`src/u2u8pe_pkg.sv`:
```
// ----------------------------------------------------------------------------
// u2u8pe_pkg
// Shared types, codes and helper functions of the UTF-16 to UTF-8 percent
// encoder: byte list of one item, UTF-8 packing, unreserved test, hex digits.
// ----------------------------------------------------------------------------
package u2u8pe_pkg;

  // Output mode register codes
  localparam logic MODE_RAW = 1'b0;
  localparam logic MODE_PCT = 1'b1;

  // Upper 11 bits of a surrogate code unit
  localparam logic [10:0] HI_SURR_TAG = 11'h036;
  localparam logic [10:0] LO_SURR_TAG = 11'h037;

  // Offset of supplementary code points
  localparam logic [20:0] SUPP_BASE = 21'h10000;

  // ASCII percent sign
  localparam logic [7:0] PCT_CHAR = 8'h25;

  // Largest byte count of one item: three flushed bytes plus four new ones
  localparam int unsigned MAX_BYTES = 7;

  // One UTF-8 sequence, byte 0 goes out first
  typedef struct packed {
    logic [3:0][7:0] b;
    logic [2:0]      len;
  } utf8_t;

  // Surrogate hold state
  typedef struct packed {
    logic       pend;
    logic [9:0] held;
  } surr_t;

  // Byte list that one accepted item produces, plus next hold state
  typedef struct packed {
    logic [MAX_BYTES-1:0][7:0] bytes;
    logic [2:0]                cnt;
    surr_t                     nxt;
  } enc_t;

  // Pack one code point (up to 21 bits) as UTF-8
  function automatic utf8_t utf8_encode(input logic [20:0] c);
    utf8_t r;
    r.b   = '0;
    r.len = 3'd0;
    if (c < 21'h80) begin
      r.b[0] = {1'b0, c[6:0]};
      r.len  = 3'd1;
    end else if (c < 21'h800) begin
      r.b[0] = {3'b110, c[10:6]};
      r.b[1] = {2'b10, c[5:0]};
      r.len  = 3'd2;
    end else if (c < 21'h10000) begin
      r.b[0] = {4'b1110, c[15:12]};
      r.b[1] = {2'b10, c[11:6]};
      r.b[2] = {2'b10, c[5:0]};
      r.len  = 3'd3;
    end else begin
      // also covers units above 0x10FFFF: lead byte may reach 0xF7
      r.b[0] = {5'b11110, c[20:18]};
      r.b[1] = {2'b10, c[17:12]};
      r.b[2] = {2'b10, c[11:6]};
      r.b[3] = {2'b10, c[5:0]};
      r.len  = 3'd4;
    end
    return r;
  endfunction

  // Letters, digits and - . _ ~ pass through in percent mode
  function automatic logic byte_unreserved(input logic [7:0] b);
    return (b >= 8'h41 && b <= 8'h5a) || (b >= 8'h61 && b <= 8'h7a) ||
           (b >= 8'h30 && b <= 8'h39) ||
           b == 8'h2d || b == 8'h2e || b == 8'h5f || b == 8'h7e;
  endfunction

  // Upper-case hex digit
  function automatic logic [7:0] nibble_to_ascii(input logic [3:0] d);
    logic [7:0] r;
    if (d < 4'd10) begin
      r = 8'h30 + {4'h0, d};
    end else begin
      r = 8'h37 + {4'h0, d};
    end
    return r;
  endfunction

endpackage

```
`src/u2u8pe_encoder.sv`:
```
// ----------------------------------------------------------------------------
// u2u8pe_encoder
// Combinational UTF-8 packing of one code unit: pairs it with a held high
// surrogate, flushes an unpaired one, and gives the byte list of the item.
// ----------------------------------------------------------------------------
module u2u8pe_encoder (
  input  logic [20:0]          code_unit_i,
  input  logic                 end_of_string_i,
  input  u2u8pe_pkg::surr_t    state_i,
  output u2u8pe_pkg::enc_t     enc_o
);

  logic              is_lo;
  logic              is_hi;
  logic              pair;
  logic              flush;
  logic              hold_new;
  logic [20:0]       pair_cp;
  u2u8pe_pkg::utf8_t flush_seq;
  u2u8pe_pkg::utf8_t new_seq;
  logic [2:0]        new_len;

  assign is_lo = (code_unit_i[20:10] == u2u8pe_pkg::LO_SURR_TAG);
  assign is_hi = (code_unit_i[20:10] == u2u8pe_pkg::HI_SURR_TAG);

  // Held high surrogate either pairs with a low one or is flushed
  assign pair     = state_i.pend && is_lo;
  assign flush    = state_i.pend && !is_lo;
  assign hold_new = !pair && is_hi && !end_of_string_i;

  assign pair_cp = {1'b0, state_i.held, code_unit_i[9:0]} + u2u8pe_pkg::SUPP_BASE;

  assign flush_seq = u2u8pe_pkg::utf8_encode({u2u8pe_pkg::HI_SURR_TAG, state_i.held});
  assign new_seq   = u2u8pe_pkg::utf8_encode(pair ? pair_cp : code_unit_i);
  assign new_len   = hold_new ? 3'd0 : new_seq.len;

  // Byte list: flushed sequence (always three bytes) ahead of the new one
  always_comb begin
    enc_o.bytes = '0;
    if (flush) begin
      enc_o.bytes[0] = flush_seq.b[0];
      enc_o.bytes[1] = flush_seq.b[1];
      enc_o.bytes[2] = flush_seq.b[2];
      enc_o.bytes[3] = new_seq.b[0];
      enc_o.bytes[4] = new_seq.b[1];
      enc_o.bytes[5] = new_seq.b[2];
      enc_o.bytes[6] = new_seq.b[3];
      enc_o.cnt      = 3'd3 + new_len;
    end else begin
      enc_o.bytes[0] = new_seq.b[0];
      enc_o.bytes[1] = new_seq.b[1];
      enc_o.bytes[2] = new_seq.b[2];
      enc_o.bytes[3] = new_seq.b[3];
      enc_o.cnt      = new_len;
    end
    enc_o.nxt.pend = hold_new;
    enc_o.nxt.held = hold_new ? code_unit_i[9:0] : 10'h000;
  end

endmodule

```
`src/utf16_to_utf8_percent_encoder_unit.sv`:
```
// ----------------------------------------------------------------------------
// utf16_to_utf8_percent_encoder_unit
// UTF-16 / wide code unit to UTF-8 encoder with optional percent encoding.
// ----------------------------------------------------------------------------
// Usage:
//   Input channel (in_valid_i / in_stall_o) takes one code unit per beat with
//   its end-of-string mark. Output channel (out_valid_o / out_stall_i) gives
//   one character per beat; last_of_run_o marks the final beat of an item.
//   The cfg channel writes output_mode (0 raw UTF-8, 1 percent form); write
//   it only while no item is in flight. cfg_ready_o is always high.
//   The first result beat of an item passes the run register, which loads
//   at the accepting edge, and then the output register, from which the
//   receiver takes it.
//   Throughput: one output beat per cycle while the receiver does not stall.
//   An item holds the input until all its result beats (1 to 21) have left
//   the run; a held high surrogate yields no beat. The next item is taken in
//   the cycle the final beat of the current one moves to the output register.
//   A receiver stall freezes the output register and the run register, and
//   the input stalls once the run is busy.
//   Reset clears the mode to raw, drops any held surrogate and empties both
//   the run and the output register.
// ----------------------------------------------------------------------------
module utf16_to_utf8_percent_encoder_unit (
  input  logic        clk_i,
  input  logic        rst_ni,
  // configuration
  input  logic        cfg_valid_i,
  output logic        cfg_ready_o,
  input  logic        cfg_data_i,
  // input beats
  input  logic        in_valid_i,
  output logic        in_stall_o,
  input  logic [20:0] code_unit_i,
  input  logic        end_of_string_i,
  // output beats
  output logic        out_valid_o,
  input  logic        out_stall_i,
  output logic [7:0]  out_byte_o,
  output logic        last_of_run_o
);

  logic                                   mode_q;
  u2u8pe_pkg::surr_t                      surr_q, surr_d;
  u2u8pe_pkg::enc_t                       enc;

  logic                                   run_valid_q, run_valid_d;
  logic [u2u8pe_pkg::MAX_BYTES-1:0][7:0]  run_bytes_q, run_bytes_d;
  logic [2:0]                             run_cnt_q, run_cnt_d;
  logic [2:0]                             run_idx_q, run_idx_d;
  logic [1:0]                             run_sub_q, run_sub_d;

  logic                                   out_valid_q, out_valid_d;
  logic [7:0]                             out_byte_q, out_byte_d;
  logic                                   out_last_q, out_last_d;

  logic                                   in_accept;
  logic                                   out_adv;
  logic                                   emit;
  logic [7:0]                             cur_byte;
  logic                                   expand;
  logic                                   char_last;
  logic                                   run_last;
  logic [7:0]                             cur_char;

  // Mode register
  assign cfg_ready_o = 1'b1;

  always_ff @(posedge clk_i or negedge rst_ni) begin
    if (!rst_ni) begin
      mode_q <= u2u8pe_pkg::MODE_RAW;
    end else if (cfg_valid_i && cfg_ready_o) begin
      mode_q <= cfg_data_i;
    end
  end

  // Packing of the incoming unit
  u2u8pe_encoder u_encoder (
    .code_unit_i     (code_unit_i),
    .end_of_string_i (end_of_string_i),
    .state_i         (surr_q),
    .enc_o           (enc)
  );

  // Character selection for the current run position
  assign cur_byte  = run_bytes_q[run_idx_q];
  assign expand    = (mode_q == u2u8pe_pkg::MODE_PCT) &&
                     !u2u8pe_pkg::byte_unreserved(cur_byte);
  assign char_last = !expand || (run_sub_q == 2'd2);
  assign run_last  = char_last && (run_idx_q == run_cnt_q - 3'd1);

  always_comb begin
    if (!expand) begin
      cur_char = cur_byte;
    end else begin
      case (run_sub_q)
        2'd0:    cur_char = u2u8pe_pkg::PCT_CHAR;
        2'd1:    cur_char = u2u8pe_pkg::nibble_to_ascii(cur_byte[7:4]);
        default: cur_char = u2u8pe_pkg::nibble_to_ascii(cur_byte[3:0]);
      endcase
    end
  end

  // Handshake
  assign out_adv    = !out_valid_q || !out_stall_i;
  assign emit       = run_valid_q && out_adv;
  assign in_stall_o = run_valid_q && !(emit && run_last);
  assign in_accept  = in_valid_i && !in_stall_o;

  // Surrogate hold state
  assign surr_d = in_accept ? enc.nxt : surr_q;

  // Run register: step through bytes and percent characters
  always_comb begin
    run_valid_d = run_valid_q;
    run_bytes_d = run_bytes_q;
    run_cnt_d   = run_cnt_q;
    run_idx_d   = run_idx_q;
    run_sub_d   = run_sub_q;
    if (emit) begin
      if (run_last) begin
        run_valid_d = 1'b0;
      end else if (char_last) begin
        run_idx_d = run_idx_q + 3'd1;
        run_sub_d = 2'd0;
      end else begin
        run_sub_d = run_sub_q + 2'd1;
      end
    end
    if (in_accept && (enc.cnt != 3'd0)) begin
      run_valid_d = 1'b1;
      run_bytes_d = enc.bytes;
      run_cnt_d   = enc.cnt;
      run_idx_d   = 3'd0;
      run_sub_d   = 2'd0;
    end
  end

  // Output register
  always_comb begin
    out_valid_d = out_valid_q;
    out_byte_d  = out_byte_q;
    out_last_d  = out_last_q;
    if (emit) begin
      out_valid_d = 1'b1;
      out_byte_d  = cur_char;
      out_last_d  = run_last;
    end else if (!out_stall_i) begin
      out_valid_d = 1'b0;
    end
  end

  always_ff @(posedge clk_i or negedge rst_ni) begin
    if (!rst_ni) begin
      surr_q      <= '0;
      run_valid_q <= 1'b0;
      run_cnt_q   <= 3'd0;
      run_idx_q   <= 3'd0;
      run_sub_q   <= 2'd0;
      out_valid_q <= 1'b0;
    end else begin
      surr_q      <= surr_d;
      run_valid_q <= run_valid_d;
      run_cnt_q   <= run_cnt_d;
      run_idx_q   <= run_idx_d;
      run_sub_q   <= run_sub_d;
      out_valid_q <= out_valid_d;
    end
  end

  // Payload registers
  always_ff @(posedge clk_i) begin
    run_bytes_q <= run_bytes_d;
    out_byte_q  <= out_byte_d;
    out_last_q  <= out_last_d;
  end

  assign out_valid_o   = out_valid_q;
  assign out_byte_o    = out_byte_q;
  assign last_of_run_o = out_last_q;

`ifndef SYNTHESIS
  // Input only stalls behind a busy run
  a_stall_needs_run: assert property (@(posedge clk_i) disable iff (!rst_ni)
    in_stall_o |-> run_valid_q)
    else $error("input stalled with an empty run");

  // Run position stays inside its byte list
  a_run_in_range: assert property (@(posedge clk_i) disable iff (!rst_ni)
    run_valid_q |-> (run_cnt_q != 3'd0 && run_idx_q < run_cnt_q))
    else $error("run position out of range");

  // A high surrogate without end mark and nothing held is held next cycle
  a_hold_surr: assert property (@(posedge clk_i) disable iff (!rst_ni)
    (in_accept && !surr_q.pend && !end_of_string_i &&
     code_unit_i[20:10] == u2u8pe_pkg::HI_SURR_TAG) |=> surr_q.pend)
    else $error("high surrogate not held");

  // A run that stalls on the output does not move
  a_run_holds: assert property (@(posedge clk_i) disable iff (!rst_ni)
    (run_valid_q && out_valid_q && out_stall_i) |=>
      ($stable(run_idx_q) && $stable(run_sub_q) && run_valid_q))
    else $error("run advanced under output stall");
`endif

endmodule

```
`config.mk`:
```
export PLATFORM = sky130hd
export DESIGN_NAME = utf16_to_utf8_percent_encoder_unit
export DESIGN_NICKNAME = d
export VERILOG_FILES = /design/src/u2u8pe_pkg.sv /design/src/u2u8pe_encoder.sv /design/src/utf16_to_utf8_percent_encoder_unit.sv
export SDC_FILE = /design/constraint.sdc
export NUM_CORES = 1
export LEC_CHECK = 0
export BUFFER_PORTS_ARGS = -buffer_cell sky130_fd_sc_hd__buf_2
export CAP_MARGIN = 15
export CELL_PAD_IN_SITES_DETAIL_PLACEMENT = 1
export CELL_PAD_IN_SITES_GLOBAL_PLACEMENT = 2
export CORE_ASPECT_RATIO = 0.6
export CORE_MARGIN = 3
export CORE_UTILIZATION = 43
export DETAILED_ROUTE_END_ITERATION = 8
export PLACE_DENSITY = 0.93
export RECOVER_POWER = 100
export SETUP_SLACK_MARGIN = 0.05
export SLEW_MARGIN = 30
export SYNTH_ARGS = -nofsm -noshare
export SYNTH_HDL_FRONTEND = slang
export SYNTH_SLANG_ARGS = --single-unit
```
`constraint.sdc`:
```
create_clock -name clk_i -period 6.4 [get_ports clk_i]
set_input_delay 0 -clock clk_i [delete_from_list [all_inputs] [get_ports clk_i]]
set_output_delay 0 -clock clk_i [all_outputs]
set_load 0.02 [all_outputs]
```
==> impl_results.md, run 1 <==
* Start point of the worst hold path: code_unit_i[0]
* Synthesized area divided by synthesized cell count at 10.2 um^2
* Fraction of post-synthesis cell area in the top cell type by area at 33.5%
* Reg area at 2320 um^2
* Worst hold path type: input pin to flop
* Core ar. at 11600 um^2
* Area occupied by multi-input gates at 2650 um^2
* Crit share post-route at 81.9%
* Number of CTS-inserted buffers at 9
* Hold path endpoint: surr_q[0]$_DFFE_PN0P_
* Netlist area before placement at 5290 um^2
* GRT Overall Usage at 25.3%
* Nature of the critical path endpoint: flop
* First-iteration detailed-routing DRC count at 379
* Dpl hpwl at 12700 um
* Most frequent cells in the layout: edfxtp_1, nand2_1, nor2_1
* Die width at 149 um
* FF-to-FF path depth at 12
* Minimum period implied by the final worst setup slack at 5240 ps
* Data required time of the critical path at 6390 ps
* Number of cells in the design after placement at 700
* Register bit total from synthesis at 81
* Routed via count at 4515
* TritonCTS clock tree: yes
* Sinks on Clock Net at 81
* MaxCap Viol Count at 0
* Per-cell via count in the routed design at 6.27
* Slowest cell on crit path: nor4_1
* Largest net degree at the start of global routing at 41
* Minimum setup slack among reg-to-reg paths at 1160 ps
* Commonest non-fill, non-tap cell in the layout: edfxtp_1
* Final hold slack at 18.1 ps
* Crit path arrival time at 5220 ps
* Most area-hungry cell type in the Yosys netlist: edfxtp_1
* Root cell of the clock tree: clkbuf_16
* Starting density of the core at 45.4%
* Critical path's most frequent cell: nand3_1
* Unrepaired setup endpoints after global routing: no
* Number of hold-slack violations in the final timing report at 0
* Placement Cell Area at 5600 um^2
* Worst supply voltage drop on vdd at 0.244 mV
* Number of levels in the clock H-tree at 3
* Number of synthesized flops with an enable pin at 59
* Area added between synthesis and finish at 10.8%
* Final global-route overflow total at 0
* Worst Skew at 8.45 ps
* Detail Route Antenna Nets at 0
* Drt drc at 0
* RR Startpoint: surr_q[10]$_DFFE_PN0P_
* Layout cell share with drive strength beyond 1 at 12.1%
* Result of the run: finished, final reports clean
* Count of warnings emitted by yosys at 0
* Clock latency on the worst-skew pair at 340 ps
* Port Buffers at 38
* Per-cell routed wire length at 23.2 um
* Slew headroom at 16.3%
* Number of max-slew violations in the final report at 0
* Post-Synthesis Net Count at 563
* Layout Cell Area excl Fill at 5860 um^2
* # fillers at 1336
* I/O pin count at 40
* Placer's final routability congestion estimate at 0.887
* Setup WS post-layout at 1160 ps
* Number of antenna violations at the first check in global routing at 0
* Power Dens Cells at 419 nW/um^2
* Worst path max stage delay at 840 ps
* Via count of the first global-routing pass at 4538
* Total iterations of the first detailed-routing run at 5
* Maximum number of buffers from clock root to sink at 2
* Startpoint class of the critical path: flop
* Static leakage power at 2.20 nW
* Core occupancy in the finished layout at 50.3%
* Total inserted antenna cells at 0
* First-pass GRT wire length at 26600 um
* Post-Syn Instances at 519
* Critical R2R Capture: run_bytes_q[33]$_SDFFCE_PN0P_
* Peak fanout along the critical path at 22
* Total negative setup slack at 0 ps
* Fraction of the yosys area taken by sequential cells at 43.9%
* Main synth FF type: edfxtp_1
* Transition time at the pin with the least slew margin at 1260 ps
* Total setup violations reported at the end of the flow at 0
* Post-detailed-routing wire length at 16700 um
* Row count at 30
* Die span in y at 91.9 um
* Critical Setup Path Class: flop to flop
* Pre-CTS worst setup slack at 1800 ps
* Fin cells at 720
* Nets at 599
* Total power at 2.46 mW
* Reg clk slew, reported paths at 70 ps
* Cell-by-cell listing of the critical path: nand3_1, nor4_1, mux2i_1, and3_1, nand3_1, nand3_1, ha_1, nand3_1, o21ai_0, o22ai_4, buf_8, clkbuf_1
* Number of different library cells in the post-synthesis netlist at 76
* Dominant cells by area after synthesis: edfxtp_1, dfrtp_1, mux2i_1, ha_1, nand2_1
* Maximum operating frequency at 191 MHz
* Total setup buffers inserted after CTS at 0
* Worst hold path depth at 2
* Ys async rst share at 27.2%
* Overall die area at 13700 um^2
-- report_power, final --
part	switching, mW	internal (mW)
sequential	0.0820	0.689
combinational	0.778	0.387
clock	0.211	0.309
-- metal layers --
layer | share of wire (%) | vias up | track usage (%)
met3 | 12 | 17 | 9.43
met4 | 0.87 | 0 | 4.11
met5 | 0 | - | 0
met2 | 40 | 195 | 34.4
met1 | 47 | 2265 | 38.5
li1 | - | 2038 | -
-- worst max-delay path by stage --
| stage | slack, ps | end | startpoint |
|---|---|---|---|
| floorplan | 2490 | run_bytes_q[0]$_SDFFCE_PP1P_ | run_idx_q[0]$_DFFE_PN0P_ |
| global placement | 1810 | run_bytes_q[26]$_DFFE_PP_ | run_idx_q[0]$_DFFE_PN0P_ |
| detailed placement | 1800 | run_bytes_q[2]$_SDFFCE_PP1P_ | run_idx_q[0]$_DFFE_PN0P_ |
| CTS | 1780 | run_bytes_q[37]$_SDFFCE_PN0P_ | run_idx_q[0]$_DFFE_PN0P_ |
| global route | 730 | run_bytes_q[3]$_SDFFCE_PP1P_ | surr_q[10]$_DFFE_PN0P_ |
| finish | 1160 | run_bytes_q[33]$_SDFFCE_PN0P_ | surr_q[10]$_DFFE_PN0P_ |
-- cells by family (layout without fill, tap and decap cells) --
kind of cell	after synthesis	after routing	share of synthesized area (%)
AOI/OAI and AO/OA	142	142	21.2
muxes	30	30	5.77
adders and majority gates	16	16	3.79
and+or+nand+nor	185	185	18.6
buffers and inverters	55	96	5.09
DFF	81	81	43.9
other	1	1	0.0709
xor gates and xnor gates	9	9	1.49
-- layout make-up --
| type | count | area share [%] |
|---|---|---|
| inverter | 28 | 1.79 |
| clock inverter | 4 | 0.384 |
| multi-input combinational | 383 | 45.2 |
| clock buffer | 12 | 4.76 |
| timing repair buffer | 52 | 4.81 |
| sequential | 81 | 39.6 |
| tap | 160 | 3.42 |
-- Yosys cell counts (all sizes together) (6+ instances only) --
| master | instances |
|---|---|
| nand2 | 51 |
| nor3 | 9 |
| nor2 | 36 |
| o221ai | 8 |
| a21oi | 30 |
| a221o | 11 |
| a22oi | 9 |
| clkbuf | 15 |
| ha | 16 |
| and3 | 24 |
| nand2b | 6 |
| edfxtp | 59 |
| o21ai | 32 |
| mux2i | 26 |
| a22o | 6 |
| dfrtp | 22 |
| nand3 | 23 |
| and2 | 7 |
| inv | 28 |
| buf | 12 |
-- critical path, delay by kind of cell, from the launching register on --
family / cells / cell delay (ps)
compound gates: 2 / 780
fa+ha+maj: 1 / 260
buf+inv: 2 / 670
flops: 1 / 630
mux: 1 / 500
simple gates: 6 / 2030
-- registers in the layout (all words and copies together) (netlist names) --
register	count
run_idx_q	3
mode_q	1
last_of_run_o	1
run_valid_q	1
run_sub_q	2
out_valid_o	1
run_cnt_q	3
run_bytes_q	50
surr_q	11
out_byte_o	8
-- timing repair --
action,in CTS,in global routing
gates resized for setup,0,0
hold endpoints to repair,24,0
hold buffers,4,0
No activity file was read; power rests on OpenSTA's default activity.
==> inputs of run 2 (changes only) <==
- CORE_UTILIZATION: 43 -> 40
- PLACE_DENSITY: 0.93 -> 0.88
- clock period: 6.4 -> 5.03 ns (I/O delays scaled with it)
==> run 2 against run 1 <==
- worst hold slack about the same
- total power up 28%
- maximum frequency up 14%
- non-clock buffer count up 2
- cell count up 0.97%
- sequential share of layout area down 0.16 points
==> impl_results.md, run 2 (same netlist as run 1, synthesis figures left out) <==
* Sinks on Clock Net at 81 (unchanged)
* Total iterations of the first detailed-routing run at 6 (+1)
* Crit path arrival time at 4550 ps (-670 ps)
* Reg clk slew, reported paths at 60 ps (about the same)
* Critical Setup Path Class: flop to flop
* Port Buffers at 38 (unchanged)
* # fillers at 1426 (+6.7%)
* Post-detailed-routing wire length at 17300 um (+3.4%)
* Most crowded layer after global routing: met1
* Via count of the first global-routing pass at 4451 (-1.9%)
* FF-to-FF path depth at 13 (+1)
* Most frequent cells in the layout: edfxtp_1, nand2_1, nor2_1
* Worst path depth at 13 (+1)
* Slew headroom at 17.7% (+1.4 points)
* Peak fanout along the critical path at 52 (+140%)
* Per-cell via count in the routed design at 6.16 (-1.8%)
* Largest net degree at the start of global routing at 53 (+29%)
* Crit path buffers/inverters at 2 (unchanged)
* First-pass GRT wire length at 26800 um (+0.57%)
* Number of levels in the clock H-tree at 3 (unchanged)
* CP Launch Point: run_idx_q[0]$_DFFE_PN0P_
* Critical R2R Capture: run_bytes_q[55]$_SDFFCE_PN0P_
* Total setup buffers inserted after CTS at 0 (unchanged)
* Die span in y at 95.1 um (+3.4%)
* Maximum operating frequency at 218 MHz (+14%)
* Total power at 3.15 mW (+28%)
* Slowest cell on crit path: dfrtp_1
* GRT Overall Usage at 24.1% (-1.2 points)
* Drt drc at 0 (unchanged)
* MaxCap Viol Count at 0 (unchanged)
* Power Dens Cells at 535 nW/um^2 (+28%)
* Total setup violations reported at the end of the flow at 0 (unchanged)
* Startpoint class of the critical path: flop
* Met2 global-route usage at 32.2% (-2.2 points)
* Worst supply voltage drop on vdd at 0.268 mV (+9.7%)
* Number of antenna violations at the first check in global routing at 0 (unchanged)
* Delay-heaviest family, CP: compound AO/OA/AOI/OAI gates
* Worst hold path type: input pin to flop
* Core ar. at 12500 um^2 (+7.3%)
* Row count at 31 (+3.3%)
* Flip-flop count of the largest register, all copies and words added at 50 (unchanged)
* TritonCTS clock tree: yes
* Die width at 154 um (+3.5%)
* Worst path max stage delay at 870 ps (+30 ps)
* Nets at 601 (+0.33%)
* Static leakage power at 2.21 nW (+0.11%)
* Unrepaired setup endpoints after global routing: no
* Minimum period implied by the final worst setup slack at 4580 ps (-659 ps)
* Number of max-slew violations in the final report at 0 (unchanged)
* RR Startpoint: run_idx_q[0]$_DFFE_PN0P_
* Crit path to: run_bytes_q[55]$_SDFFCE_PN0P_
* Layout cell share with drive strength beyond 1 at 13.0% (+0.85 points)
* Met1 global-route usage at 38.8% (+0.36 points)
* Commonest non-fill, non-tap cell in the layout: edfxtp_1
* Total inserted antenna cells at 0 (unchanged)
* Data required time of the critical path at 5000 ps (-1390 ps)
* Crit share post-route at 91.1% (+9.2 points)
* Placer's final routability congestion estimate at 0.924 (+4.2%)
* Routed via count at 4476 (-0.86%)
* Cell-by-cell listing of the critical path: buf_4, mux2i_1, o221ai_1, nand2_2, ha_1, nor2b_1, o21ai_0, nor2_1, nand4_1, a221oi_2, o41ai_4, o22ai_4, buf_4
* I/O pin count at 40 (unchanged)
* Root cell of the clock tree: clkbuf_16
* Maximum number of buffers from clock root to sink at 2 (unchanged)
* GRT met3 Usage at 6.21% (-3.2 points)
* First-iteration detailed-routing DRC count at 457 (+21%)
* Worst Skew at 7.33 ps (-1.12 ps)
* Detail Route Antenna Nets at 0 (unchanged)
* Overall die area at 14700 um^2 (+7.1%)
* Number of CTS-inserted buffers at 9 (unchanged)
* Clock latency on the worst-skew pair at 340 ps (about the same)
* Minimum setup slack among reg-to-reg paths at 450 ps (-710 ps)
* Layout Cell Area excl Fill at 5880 um^2 (+0.41%)
* Per-cell routed wire length at 23.7 um (+2.4%)
* Transition time at the pin with the least slew margin at 1240 ps (-20.6 ps)
* Placement Cell Area at 5610 um^2 (+0.25%)
* Starting density of the core at 42.3% (-3.1 points)
* Nature of the critical path endpoint: flop
* Biggest register: run_bytes_q
* Critical path's most frequent cell: buf_4
* Area added between synthesis and finish at 11.2%
* Total negative setup slack at 0 ps (unchanged)
* Number of hold-slack violations in the final timing report at 0 (unchanged)
* Result of the run: finished, final reports clean
* Dpl hpwl at 13200 um (+4.2%)
* Final global-route overflow total at 0 (unchanged)
* Final hold slack at 18.4 ps (+0.363 ps)
## run 2: area by class of cell
type	instances	area, um^2	area share, %
Clock buffer	9	225	3.83
Sequential cell	81	2320	39.5
Clock inverter	7	78.8	1.34
Inverter	28	105	1.79
Tap cell	165	206	3.51
Multi-Input combinational cell	383	2660	45.2
Timing Repair Buffer	54	285	4.85
## run 2: layer usage
metal	vias to the layer above	share of wire [%]	wire, um
met1	2258	51	8860
met3	14	8.9	1530
met2	171	39	6730
li1	2033	-	-
met4	0	0.75	130
met5	-	0	0
## run 2: how the worst min path moves through the flow
stage / cells past startpoint / to / startpoint
floorplan: 0 / mode_q$_DFFE_PN0P_ / rst_ni
global placement: 1 / run_sub_q[1]$_DFFE_PN0P_ / rst_ni
detailed placement: 1 / run_sub_q[1]$_DFFE_PN0P_ / rst_ni
CTS: 2 / surr_q[9]$_DFFE_PN0P_ / code_unit_i[9]
global route: 2 / surr_q[0]$_DFFE_PN0P_ / code_unit_i[0]
finish: 2 / surr_q[0]$_DFFE_PN0P_ / code_unit_i[0]
## run 2: what timing repair did
item	4_1_cts	5_1_grt
hold endpoints to repair	24	0
gates resized for setup	0	0
hold buffers	4	0
## run 2: through the flow
| step | setup WS [ps] | utilization [%] | std cells |
|---|---|---|---|
| after floorplan | 1120 | - | 519 |
| after global placement | 687 | 44.9 | 707 |
| after detailed placement | 488 | 44.9 | 707 |
| after CTS | 461 | 47.7 | 727 |
| after global routing | 141 | 47.1 | 727 |
| final | 449 | 47.1 | 727 |
## run 2: report_power, final
group,internal (mW),switching [mW]
logic,0.500,0.975
clock network,0.389,0.282
registers,0.877,0.127
==> inputs of run 3 (changes only) <==
- GPL_ROUTABILITY_DRIVEN: unset -> 0
- clock period: 5.03 -> 5.1 ns (I/O delays scaled with it)
==> run 3 against run 2 <==
- clock-buffer cell count did not move
- worst hold slack gained 0.72 ps
- register-to-register slack worse by 60 ps
- wire length grew 0.48%
- sequential power is essentially flat
- first-iteration DRC count up 39%
- die area unchanged
- sequential share of layout area decreased by 0.60 points
- clock power increased by 19%
- clock skew about the same
- flip-flop and latch count did not move
- highest routed layer unchanged
==> impl_results.md, run 3 (same netlist as run 1, synthesis figures left out) <==
* Number of antenna violations at the first check in global routing at 0 (unchanged)
* Crit share post-route at 92.5% (+1.4 points)
* Minimum period implied by the final worst setup slack at 4720 ps (+135 ps)
* Number of cells in the design after placement at 707 (unchanged)
* Routed via count at 4494 (+0.40%)
* Number of hold-slack violations in the final timing report at 0 (unchanged)
* Data required time of the critical path at 5120 ps (+120 ps)
* Switching share of power at 41.2% (-2.7 points)
* Static leakage power at 2.25 nW (+1.9%)
* Flip-flop count of the largest register, all copies and words added at 50 (unchanged)
* Biggest register: run_bytes_q
* Maximum operating frequency at 212 MHz (-2.9%)
* Number of CTS-inserted buffers at 9 (unchanged)
* Core ar. at 12500 um^2 (unchanged)
* First-iteration detailed-routing DRC count at 636 (+39%)
* TritonCTS clock tree: yes
* Total power at 3.23 mW (+2.4%)
* Reg clk slew, reported paths at 60 ps (about the same)
* Slowest cell on crit path: nor4_1
* Critical path's most frequent cell: nand3_1
* I/O pin count at 40 (unchanged)
* Root cell of the clock tree: clkbuf_16
* # fillers at 1407 (-1.3%)
* Commonest non-fill, non-tap cell in the layout: edfxtp_1
* Cell-by-cell listing of the critical path: nand3_1, nor4_1, mux2i_1, and3_1, nand3_1, nand3_1, ha_1, nand3_1, o21ai_2, o22ai_4, buf_12
* Detail Route Antenna Nets at 0 (unchanged)
* Die width at 154 um (unchanged)
* Worst path max stage delay at 880 ps (about the same)
* Most frequent cells in the layout: edfxtp_1, nand2_1, nor2_1
* Core occupancy in the finished layout at 47.8% (+0.72 points)
* Pint at 1.90 mW (+7.4%)
* Transition time at the pin with the least slew margin at 1220 ps (-10.6 ps)
* Total negative setup slack at 0 ps (unchanged)
* Logic pwr share at 44.4% (-2.4 points)
* Sinks on Clock Net at 81 (unchanged)
* Worst hold path type: input pin to flop
* Placement Cell Area at 5620 um^2 (+0.22%)
* Row count at 31 (unchanged)
* Critical Setup Path Class: flop to flop
* Total inserted antenna cells at 0 (unchanged)
* Port Buffers at 38 (unchanged)
* Maximum number of buffers from clock root to sink at 2 (unchanged)
* Total iterations of the first detailed-routing run at 5 (-1)
* Switching component of the power at 1.33 mW (-3.9%)
* Die span in y at 95.1 um (unchanged)
* Final global-route overflow total at 0 (unchanged)
* Relative contribution of the clock network to total power at 24.7% (+3.4 points)
* Layout cell share with drive strength beyond 1 at 13.3% (+0.36 points)
* Post-detailed-routing wire length at 17300 um (+0.48%)
* Crit path buffers/inverters at 1 (-1)
* Number of levels in the clock H-tree at 3 (unchanged)
* MaxCap Viol Count at 0 (unchanged)
* GRT Overall Usage at 24.2% (+0.14 points)
* First-pass GRT wire length at 26900 um (+0.59%)
* Nature of the critical path endpoint: flop
* Clock latency on the worst-skew pair at 340 ps (about the same)
* Per-cell via count in the routed design at 6.18 (+0.40%)
* Nets at 601 (unchanged)
* Final hold slack at 19.1 ps (+0.716 ps)
* Via count of the first global-routing pass at 4535 (+1.9%)
* Per-cell routed wire length at 23.9 um (+0.48%)
* Hold Buf Count CTS at 4 (unchanged)
* Overall die area at 14700 um^2 (unchanged)
* Crit path arrival time at 4730 ps (+180 ps)
* Delay-heaviest family, CP: simple AND/OR/NAND/NOR gates
* Peak fanout along the critical path at 50 (-3.8%)
* Total setup buffers inserted after CTS at 0 (unchanged)
* Number of max-slew violations in the final report at 0 (unchanged)
* Startpoint class of the critical path: flop
* Unrepaired setup endpoints after global routing: no
* Drt drc at 0 (unchanged)
* Result of the run: finished, final reports clean
* Worst supply voltage drop on vdd at 0.214 mV (-20%)
* Starting density of the core at 42.3% (unchanged)
* Dpl hpwl at 13000 um (-1.3%)
* Layout Cell Area excl Fill at 5970 um^2 (+1.5%)
* Fin cells at 727 (unchanged)
* Largest net degree at the start of global routing at 51 (-3.8%)
* Part of the power in registers at 30.9% (-1.0 points)
* Slew headroom at 18.4% (+0.71 points)
* Setup WS post-layout at 385 ps (-64.6 ps)
* Pre-CTS worst setup slack at 724 ps (+236 ps)
* Quantity of gates resized following cts at 0 (unchanged)
* Power Dens Cells at 540 nW/um^2 (+0.90%)
* Worst Skew at 7.80 ps (+0.470 ps)
* Area added between synthesis and finish at 12.9%
* Total setup violations reported at the end of the flow at 0 (unchanged)
## run 3: layout make-up
| cell class | count | area [um^2] | share of cell area (%) |
|---|---|---|---|
| multi-input cells | 383 | 2670 | 44.6 |
| flip-flops and latches | 81 | 2320 | 38.9 |
| repair buffers | 54 | 307 | 5.13 |
| clock buffers | 9 | 225 | 3.77 |
| well taps | 165 | 206 | 3.46 |
| clock inverters | 7 | 141 | 2.37 |
| inverters | 28 | 105 | 1.76 |
## run 3: final timing paths
check / from / endpoint / slack (ps) / cells past startpoint
max: surr_q[10]$_DFFE_PN0P_ / run_bytes_q[44]$_SDFFCE_PN0P_ / 380 / 11
min: code_unit_i[0] / surr_q[0]$_DFFE_PN0P_ / 20 / 2
max reg2reg: surr_q[10]$_DFFE_PN0P_ / run_bytes_q[44]$_SDFFCE_PN0P_ / 380 / 11
min reg2reg: run_cnt_q[1]$_DFFE_PN0P_ / run_cnt_q[1]$_DFFE_PN0P_ / 540 / 2
max in group asynchronous: rst_ni / surr_q[5]$_DFFE_PN0P_ / 3910 / 2
min in group asynchronous: rst_ni / run_cnt_q[2]$_DFFE_PN0P_ / 460 / 2
## run 3: routing by layer
layer  share of wire, %  up-vias  wire [um]  GRT usage, %
met1                 48     2265       8310          36.8
met5                  0        -          0             0
met4               0.61        0        105          3.23
li1                   -     2041          -             -
met3                9.6       11       1670          6.89
met2                 42      177       7260          35.2
## run 3: power by group through the flow
stage / clock network (mW) / registers [mW] / logic (mW)
2_1_floorplan: 0 / 0.983 / 1.03
3_3_place_gp: 0 / 0.994 / 1.36
3_5_place_dp: 0 / 1.00 / 1.40
4_1_cts: 0.807 / 0.991 / 1.43
5_1_grt: 0.836 / 1.01 / 1.56
6_report: 0.797 / 0.995 / 1.43
## run 3: worst reg2reg max path: stages (launching register included)
cell	delay, ps
dfrtp_1	730
nand3_1	150
nor4_1	880
mux2i_1	580
and3_1	490
nand3_1	190
nand3_1	130
ha_1	260
nand3_1	160
o21ai_2	120
o22ai_4	340
buf_12	320
